## src/hdl/itl_pkg.sv

```systemverilog
// Shared types and constants for the IP transport header locator.
// No dependencies; imported by every module of the block.
package itl_pkg;

  // Byte counter width; the counter saturates at its all-ones value.
  localparam int CNT_BITS = 16;
  localparam logic [CNT_BITS-1:0] CNT_MAX = '1;

  localparam int OUT_W = 16;

  // Parse phase codes
  localparam logic [2:0] PH_VERSION = 3'd0;
  localparam logic [2:0] PH_V4      = 3'd1;
  localparam logic [2:0] PH_V6FIXED = 3'd2;
  localparam logic [2:0] PH_V6WAIT  = 3'd3;
  localparam logic [2:0] PH_V6LEN   = 3'd4;
  localparam logic [2:0] PH_V6FRAG  = 3'd5;
  localparam logic [2:0] PH_DONE    = 3'd6;

  // Latched outcome codes
  localparam logic [2:0] LT_NONE    = 3'd0;
  localparam logic [2:0] LT_REACHED = 3'd1;
  localparam logic [2:0] LT_NOTIP   = 3'd2;
  localparam logic [2:0] LT_LATER   = 3'd3;
  localparam logic [2:0] LT_TRUNC   = 3'd4;
  localparam logic [2:0] LT_NOTRANS = 3'd5;

  // Result status codes
  localparam logic [2:0] ST_FOUND   = 3'd0;
  localparam logic [2:0] ST_NOTIP   = 3'd1;
  localparam logic [2:0] ST_OTHER   = 3'd2;
  localparam logic [2:0] ST_LATER   = 3'd3;
  localparam logic [2:0] ST_TRUNC   = 3'd4;
  localparam logic [2:0] ST_NOTRANS = 3'd5;

  // Next-header / protocol numbers
  localparam logic [7:0] NH_HOPOPT  = 8'd0;
  localparam logic [7:0] NH_TCP     = 8'd6;
  localparam logic [7:0] NH_UDP     = 8'd17;
  localparam logic [7:0] NH_ROUTING = 8'd43;
  localparam logic [7:0] NH_FRAG    = 8'd44;
  localparam logic [7:0] NH_ICMP6   = 8'd58;
  localparam logic [7:0] NH_DSTOPT  = 8'd60;

  localparam logic [7:0] WANTED_RESET = NH_TCP;

  localparam logic [3:0] VER_4 = 4'd4;
  localparam logic [3:0] VER_6 = 4'd6;

  localparam int V4_MIN_HDR = 20;
  localparam int V6_FIXED   = 40;
  localparam int FRAG_LEN   = 8;

  // Per-packet summary handed from the parser to the result stage.
  typedef struct packed {
    logic                notip;
    logic                v4;
    logic [2:0]          outcome;
    logic [3:0]          header_words;
    logic [15:0]         total_length;
    logic [12:0]         frag_offset;
    logic [7:0]          cur_nh;
    logic [CNT_BITS-1:0] ext_end;
    logic [CNT_BITS-1:0] cap;
  } itl_rec_t;

  typedef struct packed {
    logic     valid;
    itl_rec_t rec;
  } itl_push_t;

endpackage

```

## src/hdl/ip_transport_header_locator.sv

```systemverilog
// Top level of the IP transport header locator.
// Instantiates itl_front, itl_queue and itl_back; uses itl_pkg.
//
// The block takes an IP packet one byte per item, starting at the IP header,
// with tlast on the final captured byte, and gives one result per packet.
// Bytes are accepted back to back at one per cycle while the queue is not
// full: a byte parser updates a handful of captured header fields on each
// accepted byte, and on the last byte writes a packet summary into a
// two-entry queue. A result stage turns the summary into status, offsets
// and lengths and holds it in the output register, which is loaded from the
// queue head while the output is not stalled. s_axis_tready drops while the
// queue holds two summaries, which only happens when the output is stalled.
// IPv4 and IPv6 (with hop-by-hop, routing, destination-option and fragment
// extension headers) are handled; cfg_wdata, written with cfg_we, sets the
// wanted protocol (reset TCP) and is to be changed only while no packet is in
// flight. The byte counter saturates at 65535.
module ip_transport_header_locator (
  input  logic        clk,
  input  logic        rst,
  input  logic        s_axis_tvalid,
  output logic        s_axis_tready,
  input  logic [7:0]  s_axis_tdata,   // [7:0] packet_byte
  input  logic        s_axis_tlast,   // last_byte
  output logic        m_axis_tvalid,
  input  logic        m_axis_tready,
  // [2:0] status, [10:3] transport_protocol, [11] is_version6,
  // [27:12] transport_offset, [43:28] header_length,
  // [59:44] payload_length, [75:60] effective_end, [79:76] zero
  output logic [79:0] m_axis_tdata,
  input  logic        cfg_we,
  input  logic [7:0]  cfg_wdata
);
  import itl_pkg::*;

  logic       [7:0] wanted_protocol;
  itl_push_t        push;
  logic             queue_full;
  logic             head_valid;
  itl_rec_t         head;
  logic             pop;
  logic             byte_take;

  logic [2:0]  status;
  logic [7:0]  transport_protocol;
  logic        is_version6;
  logic [15:0] transport_offset;
  logic [15:0] header_length;
  logic [15:0] payload_length;
  logic [15:0] effective_end;

  // Config register
  always_ff @(posedge clk) begin
    if (rst) wanted_protocol <= WANTED_RESET;
    else if (cfg_we) wanted_protocol <= cfg_wdata;
  end

  assign s_axis_tready = !queue_full;
  assign byte_take     = s_axis_tvalid && s_axis_tready;

  itl_front u_front (
    .clk        (clk),
    .rst        (rst),
    .byte_valid (byte_take),
    .byte_data  (s_axis_tdata),
    .byte_last  (s_axis_tlast),
    .push       (push)
  );

  itl_queue u_queue (
    .clk        (clk),
    .rst        (rst),
    .push       (push),
    .full       (queue_full),
    .head_valid (head_valid),
    .head       (head),
    .pop        (pop)
  );

  itl_back u_back (
    .clk                (clk),
    .rst                (rst),
    .wanted_protocol    (wanted_protocol),
    .head_valid         (head_valid),
    .head               (head),
    .pop                (pop),
    .out_valid          (m_axis_tvalid),
    .out_ready          (m_axis_tready),
    .status             (status),
    .transport_protocol (transport_protocol),
    .is_version6        (is_version6),
    .transport_offset   (transport_offset),
    .header_length      (header_length),
    .payload_length     (payload_length),
    .effective_end      (effective_end)
  );

  assign m_axis_tdata = {4'b0000, effective_end, payload_length, header_length,
                         transport_offset, is_version6, transport_protocol, status};

  // Queue must never be written while full.
  a_no_overflow: assert property (@(posedge clk) disable iff (rst)
    push.valid |-> !queue_full)
    else $error("summary pushed into full queue");

  // A not-IP result carries no header info.
  a_notip_clean: assert property (@(posedge clk) disable iff (rst)
    (m_axis_tvalid && status == ST_NOTIP) |-> (header_length == 16'd0 && !is_version6))
    else $error("not-IP result with header fields");

  // Status codes above no-transport never appear.
  a_status_range: assert property (@(posedge clk) disable iff (rst)
    m_axis_tvalid |-> (status <= ST_NOTRANS))
    else $error("bad status code");

  // A result leaves the queue only when the output register can take it.
  a_pop_ok: assert property (@(posedge clk) disable iff (rst)
    pop |-> (head_valid && (!m_axis_tvalid || m_axis_tready)))
    else $error("pop without room");

endmodule

```

## src/hdl/itl_front.sv

```systemverilog
// Byte parser: walks IPv4/IPv6 headers one byte per cycle while byte_valid is
// high and emits a per-packet summary on the last byte. Depends on itl_pkg.
module itl_front (
  input  logic             clk,
  input  logic             rst,
  input  logic             byte_valid,
  input  logic [7:0]       byte_data,
  input  logic             byte_last,
  output itl_pkg::itl_push_t push
);
  import itl_pkg::*;

  logic [2:0]          phase, phase_next;
  logic [CNT_BITS-1:0] byte_position, byte_position_next;
  logic [7:0]          cur_nh, cur_nh_next;
  logic [CNT_BITS-1:0] ext_end, ext_end_next;
  logic [15:0]         total_length, total_length_next;
  logic [12:0]         frag_offset, frag_offset_next;
  logic [3:0]          header_words, header_words_next;
  logic [2:0]          outcome, outcome_next;

  logic [CNT_BITS+1:0] len_end;
  logic [CNT_BITS:0]   frag_end;
  logic [CNT_BITS-1:0] ext_m6, ext_m5;

  assign len_end  = (CNT_BITS+2)'(byte_position) + (CNT_BITS+2)'(7)
                  + (CNT_BITS+2)'({byte_data, 3'b000});
  assign frag_end = (CNT_BITS+1)'(byte_position) + (CNT_BITS+1)'(FRAG_LEN);
  assign ext_m6   = ext_end - CNT_BITS'(6);
  assign ext_m5   = ext_end - CNT_BITS'(5);

  always_comb begin
    phase_next        = phase;
    cur_nh_next       = cur_nh;
    ext_end_next      = ext_end;
    total_length_next = total_length;
    frag_offset_next  = frag_offset;
    header_words_next = header_words;
    outcome_next      = outcome;
    byte_position_next = (byte_position != CNT_MAX) ? byte_position + CNT_BITS'(1)
                                                    : byte_position;

    unique case (phase)
      PH_VERSION: begin
        if (byte_data[7:4] == VER_4) begin
          header_words_next = byte_data[3:0];
          phase_next        = PH_V4;
        end else if (byte_data[7:4] == VER_6) begin
          phase_next = PH_V6FIXED;
        end else begin
          outcome_next = LT_NOTIP;
          phase_next   = PH_DONE;
        end
      end
      PH_V4: begin
        if (byte_position == CNT_BITS'(2))
          total_length_next = {byte_data, total_length[7:0]};
        else if (byte_position == CNT_BITS'(3))
          total_length_next = {total_length[15:8], byte_data};
        else if (byte_position == CNT_BITS'(6))
          frag_offset_next = {byte_data[4:0], frag_offset[7:0]};
        else if (byte_position == CNT_BITS'(7))
          frag_offset_next = {frag_offset[12:8], byte_data};
        else if (byte_position == CNT_BITS'(9))
          cur_nh_next = byte_data;
      end
      PH_V6FIXED: begin
        if (byte_position == CNT_BITS'(4))
          total_length_next = {byte_data, total_length[7:0]};
        else if (byte_position == CNT_BITS'(5))
          total_length_next = {total_length[15:8], byte_data};
        else if (byte_position == CNT_BITS'(6))
          cur_nh_next = byte_data;
        else if (byte_position == CNT_BITS'(V6_FIXED - 1)) begin
          ext_end_next = CNT_BITS'(V6_FIXED);
          phase_next   = PH_V6WAIT;
        end
      end
      PH_V6WAIT: begin
        if (byte_position == ext_end) begin
          case (cur_nh) inside
            NH_TCP, NH_UDP, NH_ICMP6: begin
              outcome_next = LT_REACHED;
              phase_next   = PH_DONE;
            end
            NH_HOPOPT, NH_ROUTING, NH_DSTOPT: begin
              cur_nh_next = byte_data;
              phase_next  = PH_V6LEN;
            end
            NH_FRAG: begin
              cur_nh_next      = byte_data;
              frag_offset_next = '0;
              if (frag_end >= (CNT_BITS+1)'(CNT_MAX)) begin
                outcome_next = LT_TRUNC;
                phase_next   = PH_DONE;
              end else begin
                ext_end_next = frag_end[CNT_BITS-1:0];
                phase_next   = PH_V6FRAG;
              end
            end
            default: begin
              outcome_next = LT_NOTRANS;
              phase_next   = PH_DONE;
            end
          endcase
        end
      end
      PH_V6LEN: begin
        if (len_end >= (CNT_BITS+2)'(CNT_MAX)) begin
          outcome_next = LT_TRUNC;
          phase_next   = PH_DONE;
        end else begin
          ext_end_next = len_end[CNT_BITS-1:0];
          phase_next   = PH_V6WAIT;
        end
      end
      PH_V6FRAG: begin
        if (byte_position == ext_m6) begin
          frag_offset_next = {byte_data, 5'b00000};
        end else if (byte_position == ext_m5) begin
          frag_offset_next = {frag_offset[12:5], frag_offset[4:0] | byte_data[7:3]};
          if ({frag_offset[12:5], frag_offset[4:0] | byte_data[7:3]} != 13'd0) begin
            outcome_next = LT_LATER;
            phase_next   = PH_DONE;
          end else begin
            phase_next = PH_V6WAIT;
          end
        end
      end
      default: ;
    endcase
  end

  always_comb begin
    push.valid            = byte_valid && byte_last;
    push.rec.notip        = (outcome_next == LT_NOTIP);
    push.rec.v4           = (phase_next == PH_V4);
    push.rec.outcome      = outcome_next;
    push.rec.header_words = header_words_next;
    push.rec.total_length = total_length_next;
    push.rec.frag_offset  = frag_offset_next;
    push.rec.cur_nh       = cur_nh_next;
    push.rec.ext_end      = ext_end_next;
    push.rec.cap          = byte_position_next;
  end

  always_ff @(posedge clk) begin
    if (rst || (byte_valid && byte_last)) begin
      phase         <= PH_VERSION;
      byte_position <= '0;
      cur_nh        <= '0;
      ext_end       <= '0;
      total_length  <= '0;
      frag_offset   <= '0;
      header_words  <= '0;
      outcome       <= LT_NONE;
    end else if (byte_valid) begin
      phase         <= phase_next;
      byte_position <= byte_position_next;
      cur_nh        <= cur_nh_next;
      ext_end       <= ext_end_next;
      total_length  <= total_length_next;
      frag_offset   <= frag_offset_next;
      header_words  <= header_words_next;
      outcome       <= outcome_next;
    end
  end

endmodule

```

## src/hdl/itl_queue.sv

```systemverilog
// Two-entry queue of packet summaries between parser and result stage.
// Depends on itl_pkg.
module itl_queue (
  input  logic               clk,
  input  logic               rst,
  input  itl_pkg::itl_push_t push,
  output logic               full,
  output logic               head_valid,
  output itl_pkg::itl_rec_t  head,
  input  logic               pop
);
  import itl_pkg::*;

  itl_rec_t   entry [2];
  logic       wr_ptr;
  logic       rd_ptr;
  logic [1:0] count;

  assign full       = (count == 2'd2);
  assign head_valid = (count != 2'd0);
  assign head       = entry[rd_ptr];

  always_ff @(posedge clk) begin
    if (push.valid) entry[wr_ptr] <= push.rec;
  end

  always_ff @(posedge clk) begin
    if (rst) begin
      wr_ptr <= 1'b0;
      rd_ptr <= 1'b0;
      count  <= 2'd0;
    end else begin
      if (push.valid) wr_ptr <= ~wr_ptr;
      if (pop) rd_ptr <= ~rd_ptr;
      case ({push.valid, pop})
        2'b10:   count <= count + 2'd1;
        2'b01:   count <= count - 2'd1;
        default: count <= count;
      endcase
    end
  end

endmodule

```

## src/hdl/itl_back.sv

```systemverilog
// Result stage: turns a packet summary into status, offsets and lengths
// and holds it in the output register. Depends on itl_pkg.
module itl_back (
  input  logic              clk,
  input  logic              rst,
  input  logic [7:0]        wanted_protocol,
  input  logic              head_valid,
  input  itl_pkg::itl_rec_t head,
  output logic              pop,
  output logic              out_valid,
  input  logic              out_ready,
  output logic [2:0]        status,
  output logic [7:0]        transport_protocol,
  output logic              is_version6,
  output logic [15:0]       transport_offset,
  output logic [15:0]       header_length,
  output logic [15:0]       payload_length,
  output logic [15:0]       effective_end
);
  import itl_pkg::*;

  logic [2:0]  st;
  logic [7:0]  proto;
  logic        v6;
  logic [15:0] toff, hlen, pay, eend;
  logic [15:0] cap16, ext16, hlen4;

  assign cap16 = OUT_W'(head.cap);
  assign ext16 = OUT_W'(head.ext_end);
  assign hlen4 = {10'd0, head.header_words, 2'b00};
  assign pop   = head_valid && (!out_valid || out_ready);

  always_comb begin
    st    = ST_TRUNC;
    proto = '0;
    v6    = 1'b0;
    toff  = '0;
    hlen  = '0;
    pay   = '0;
    eend  = cap16;
    if (head.notip) begin
      st = ST_NOTIP;
    end else if (head.v4) begin
      hlen  = hlen4;
      toff  = hlen4;
      proto = head.cur_nh;
      pay   = (head.total_length >= hlen4) ? head.total_length - hlen4 : '0;
      if (head.total_length < cap16) eend = head.total_length;
      if (cap16 < 16'(V4_MIN_HDR) || cap16 < hlen4) st = ST_TRUNC;
      else if (proto != wanted_protocol)             st = ST_OTHER;
      else if (head.frag_offset != 13'd0)             st = ST_LATER;
      else                                            st = ST_FOUND;
    end else begin
      v6    = 1'b1;
      proto = head.cur_nh;
      pay   = head.total_length;
      case (head.outcome)
        LT_REACHED: begin
          st   = (proto == wanted_protocol) ? ST_FOUND : ST_OTHER;
          toff = ext16;
          hlen = ext16;
        end
        LT_NOTRANS: begin
          st   = ST_NOTRANS;
          toff = ext16;
          hlen = ext16;
        end
        LT_LATER: st = ST_LATER;
        default:  st = ST_TRUNC;
      endcase
    end
  end

  always_ff @(posedge clk) begin
    if (pop) begin
      status             <= st;
      transport_protocol <= proto;
      is_version6        <= v6;
      transport_offset   <= toff;
      header_length      <= hlen;
      payload_length     <= pay;
      effective_end      <= eend;
    end
  end

  always_ff @(posedge clk) begin
    if (rst) out_valid <= 1'b0;
    else if (pop) out_valid <= 1'b1;
    else if (out_ready) out_valid <= 1'b0;
  end

endmodule

```

## config.mk

```make
export PLATFORM = sky130hd
export DESIGN_NAME = ip_transport_header_locator
export DESIGN_NICKNAME = d
export VERILOG_FILES = /design/src/hdl/itl_pkg.sv /design/src/hdl/ip_transport_header_locator.sv /design/src/hdl/itl_front.sv /design/src/hdl/itl_queue.sv /design/src/hdl/itl_back.sv
export SDC_FILE = /design/constraint.sdc
export NUM_CORES = 1
export LEC_CHECK = 0
export BUFFER_PORTS_ARGS = -buffer_cell sky130_fd_sc_hd__buf_4
export CAP_MARGIN = 20
export CORE_MARGIN = 10
export CORE_UTILIZATION = 62
export DETAILED_ROUTE_END_ITERATION = 10
export GPL_TIMING_DRIVEN = 0
export PLACE_DENSITY = 0.78
export SLEW_MARGIN = 20
export SYNTH_ARGS = -nofsm -noshare
export SYNTH_HDL_FRONTEND = slang
export SYNTH_HIERARCHICAL = 1
export SYNTH_SLANG_ARGS = --single-unit
```

## constraint.sdc

```tcl
create_clock -name clk -period 10.8 [get_ports clk]
set_input_delay 2.16 -clock clk [delete_from_list [all_inputs] [get_ports clk]]
set_output_delay 2.16 -clock clk [all_outputs]
set_load 0.005 [all_outputs]
```

==> results.json <==
{
  "startpoint_type": "input pin",
  "synth_enable_flop_cells": 216,
  "layout_min_cycle_time_ps": 5370,
  "hold_path.class": "reg -> reg",
  "crit-reg2reg-launch": "u_front/byte_position[3]$_SDFFE_PP0P_",
  "holdPathStages": 2,
  "tns_ps": 0,
  "synth_warnings": 6,
  "r2r_cells": 12,
  "synth.avg_cell_area_um2": 10.3,
  "port_buffers": 98,
  "setup_viol_count_final": 0,
  "p_leak_nw": 7.51,
  "ctsHoldBuffers": 0,
  "die_h_um": 188,
  "antenna_found_initial": 0,
  "clock-root-buffer": "clkbuf_16",
  "cts.path.max_buffers": 3,
  "nNetsFinal": 1914,
  "fmax_mhz": 186,
  "vias_per_cell": 6.58,
  "grt_setup_unrepaired": "false",
  "final.period_utilization": 0.497,
  "min-delay-start": "u_front/cur_nh[6]$_SDFFE_PP0P_",
  "path_class": "in -> reg",
  "met2_usage": 0.494,
  "grt_pass1_wl_mm": 84.0,
  "synth_flop_cell": "edfxtp_1",
  "cts_htree_levels": 2,
  "drt_pass1_iterations": 8,
  "max_cap_violations": 0,
  "antenna_cells": 0,
  "drive_gt1_frac": 0.203,
  "finalHoldViolations": 0,
  "clk_pin_slew_ps": 60,
  "overflow": 0,
  "peakVddDrop_mv": 0.147,
  "seq_area_um2": 8350,
  "worstPathRequired_ps": 11020,
  "holdPathEnd": "u_front/cur_nh[6]$_SDFFE_PP0P_",
  "wirelength_mm": 54.8,
  "synthCells": 1707,
  "synthesis.area_um2": 17600,
  "synth-seq-cells": 309,
  "status": "finished, final reports clean",
  "grt_use_total": 0.300,
  "ys_seq_area_frac": 0.474,
  "die-area_um2": 35500,
  "wl_per_cell_um": 24.3,
  "antenna_left": 0,
  "grt_max_degree": 52,
  "clkSinkCount": 309,
  "skew_ps": 18.6,
  "cts_setup_buffers": 0,
  "areaGrowthSynthToFinish_pct": 14.1,
  "clock_latency_ps": 520,
  "initial_core_util": 0.630,
  "multi_input_area_um2": 8400,
  "cts_inserted_buffers": 34,
  "cts_resized": 0,
  "gp_congestion": 0.987,
  "coreArea_um2": 27900,
  "crit_path_max_fanout": 7,
  "cts_tree": "yes",
  "grt_pass1_vias": 14238,
  "power_density_nw_per_um2": 214,
  "maxSlewHeadroom": 0.248,
  "busiest_layer": "met2",
  "r2r_end": "u_queue/entry[0][17]$_DFFE_PP_",
  "ys_types": 108,
  "slew_viol_final": 0,
  "nFillCells": 2028,
  "ios": 104,
  "asyncSetResetFlopFracSynth": 0,
  "worst_pin_slew_ps": 1120,
  "dp_hpwl_mm": 40.1,
  "utilization": 0.719,
  "die_w_um": 188,
  "dr_total_vias": 14825,
  "r2r_slack_ps": 6160,
  "grtUsageMet1": 0.386,
  "end_kind": "register",
  "rows": 61,
  "drc": 0,
  "drtIter0Drc": 1961,
  "arrival_ps": 5580,
  "grtUsageMet3": 0.0515
}
==> registers in the layout (all words and copies together) (netlist names), 13 cells and up, named ones only <==
| register | count |
|---|---|
| u_queue/entry | 156 |
| u_back/payload_length | 16 |
| u_front/frag_offset | 13 |
| u_back/effective_end | 16 |
| u_front/total_length | 16 |
| u_back/header_length | 16 |
| u_front/ext_end | 16 |
| u_front/byte_position | 16 |
==> metal layers <==
metal	vias up	share of wire
met5	-	0
met2	906	0.47
li1	6622	-
met1	7146	0.39
met4	0	0.038
met3	151	0.10
==> worst max path at each step <==
stage	startpoint	end	slack [ps]
after floorplan	m_axis_tready	u_queue/count[1]$_SDFFE_PP0P_	2670
after global placement	m_axis_tready	u_queue/count[1]$_SDFFE_PP0P_	980
after detailed placement	s_axis_tdata[3]	u_queue/entry[0][31]$_DFFE_PP_	5050
after CTS	s_axis_tdata[3]	u_queue/entry[0][31]$_DFFE_PP_	5540
after global routing	s_axis_tdata[2]	u_queue/entry[0][23]$_DFFE_PP_	5220
final	s_axis_tdata[2]	u_queue/entry[0][26]$_DFFE_PP_	5430
==> cell usage in the layout (no fill, tap or decap), types with 7 or more instances in the layout <==
cell type | netlist | routed
a21o_1 | 7 | 7
or2_2 | 8 | 8
buf_2 | 32 | 32
clkbuf_16 | 0 | 35
o22ai_1 | 8 | 8
o21ai_0 | 72 | 72
nor2b_1 | 25 | 25
o211ai_1 | 25 | 25
xor2_1 | 38 | 38
clkbuf_1 | 57 | 68
edfxtp_1 | 216 | 216
nand4_1 | 24 | 24
a211oi_1 | 19 | 19
and4_1 | 13 | 13
o2bb2ai_1 | 9 | 9
buf_6 | 11 | 11
dfxtp_1 | 93 | 93
nor4_1 | 22 | 22
a21oi_1 | 67 | 67
or3_1 | 14 | 14
o21ai_1 | 13 | 13
ha_1 | 41 | 41
nor3_1 | 52 | 52
nand3_1 | 67 | 67
and3_1 | 22 | 22
and2_1 | 23 | 22
nand2b_1 | 12 | 12
buf_4 | 25 | 123
mux2_2 | 101 | 101
a31oi_1 | 7 | 7
nor2_1 | 178 | 177
a221oi_1 | 24 | 24
mux2i_1 | 11 | 11
xnor2_1 | 51 | 51
nand2_1 | 112 | 112
o21a_1 | 7 | 7
inv_1 | 48 | 48
a22o_1 | 7 | 7
==> power by group <==
group          internal [W]  switching, W
logic              0.000634      0.000907
clock network      0.000663      0.000469
registers           0.00154     0.0000802
total               0.00284       0.00146
==> metrics by stage <==
step,hold slack (ps),instances,area (um2),worst slack (ps),power [W]
6_report,477,2254,20100,5430,0.00430
2_1_floorplan,447,1710,17600,2670,0.00255
4_1_cts,475,2254,20100,5540,0.00428
5_1_grt,495,2254,20100,5220,0.00448
3_3_place_gp,456,2186,18800,976,0.00308
3_5_place_dp,467,2192,19000,5050,0.00314
==> critical path, cell delays in order <==
cell and delay (ps):
buf_4 120, ha_1 270, clkbuf_2 170, a21oi_1 240, o21ai_0 140, a41oi_2 320, xor2_1 180, nor4b_1 420
nor4b_4 560, nor2_1 320, a22oi_1 440, nand2_1 230
==> cells by family after synthesis <==
family | Yosys count | share of synthesized area
AO/OA/AOI/OAI | 358 | 0.145
XOR/XNOR | 89 | 0.0443
adder cells (fa/ha/maj) | 42 | 0.0303
buffers and inverters | 177 | 0.0501
flip-flops | 309 | 0.474
multiplexers | 114 | 0.0726
other | 1 | 0.000213
AND/OR/NAND/NOR | 617 | 0.184
==> cell usage after synthesis (all sizes together) (4+ instances only) <==
master | instances | share of area
a22o | 7 | 0.0035
a211o | 7 | 0.0036
nand4 | 24 | 0.0085
o2111ai | 4 | 0.0020
edfxtp | 216 | 0.37
o311ai | 4 | 0.0024
ha | 41 | 0.029
a221oi | 26 | 0.014
nand2 | 113 | 0.024
o211ai | 25 | 0.011
nand3 | 69 | 0.020
clkbuf | 58 | 0.012
nand2b | 12 | 0.0043
mux2 | 103 | 0.066
and2 | 24 | 0.0085
o21a | 8 | 0.0038
or2 | 10 | 0.0036
nor4 | 29 | 0.015
nor2 | 178 | 0.038
a2bb2oi | 5 | 0.0025
xor2 | 38 | 0.019
a211oi | 25 | 0.012
and3 | 22 | 0.0078
dfxtp | 93 | 0.11
a2111oi | 6 | 0.0033
nor3 | 54 | 0.017
xnor2 | 51 | 0.025
a21boi | 4 | 0.0019
a22oi | 6 | 0.0026
o31ai | 6 | 0.0031
mux2i | 11 | 0.0063
buf | 69 | 0.027
inv | 48 | 0.010
a21o | 7 | 0.0030
o22ai | 8 | 0.0028
or4 | 6 | 0.0030
o21ai | 87 | 0.025
o2bb2ai | 9 | 0.0045
a21oi | 69 | 0.020
a31oi | 8 | 0.0037
o221ai | 5 | 0.0028
o32ai | 4 | 0.0020
nor2b | 28 | 0.010
and4 | 13 | 0.0065
or3 | 15 | 0.0056
==> final cells by class <==
type | count | share of cell area
Inverter | 50 | 0.00935
Tap cell | 378 | 0.0236
Timing Repair Buffer | 104 | 0.0441
Sequential cell | 309 | 0.416
Clock inverter | 14 | 0.00717
Buffer | 127 | 0.0346
Multi-Input combinational cell | 1224 | 0.419
Clock buffer | 48 | 0.0470
Power figures use the tool's default switching activity.
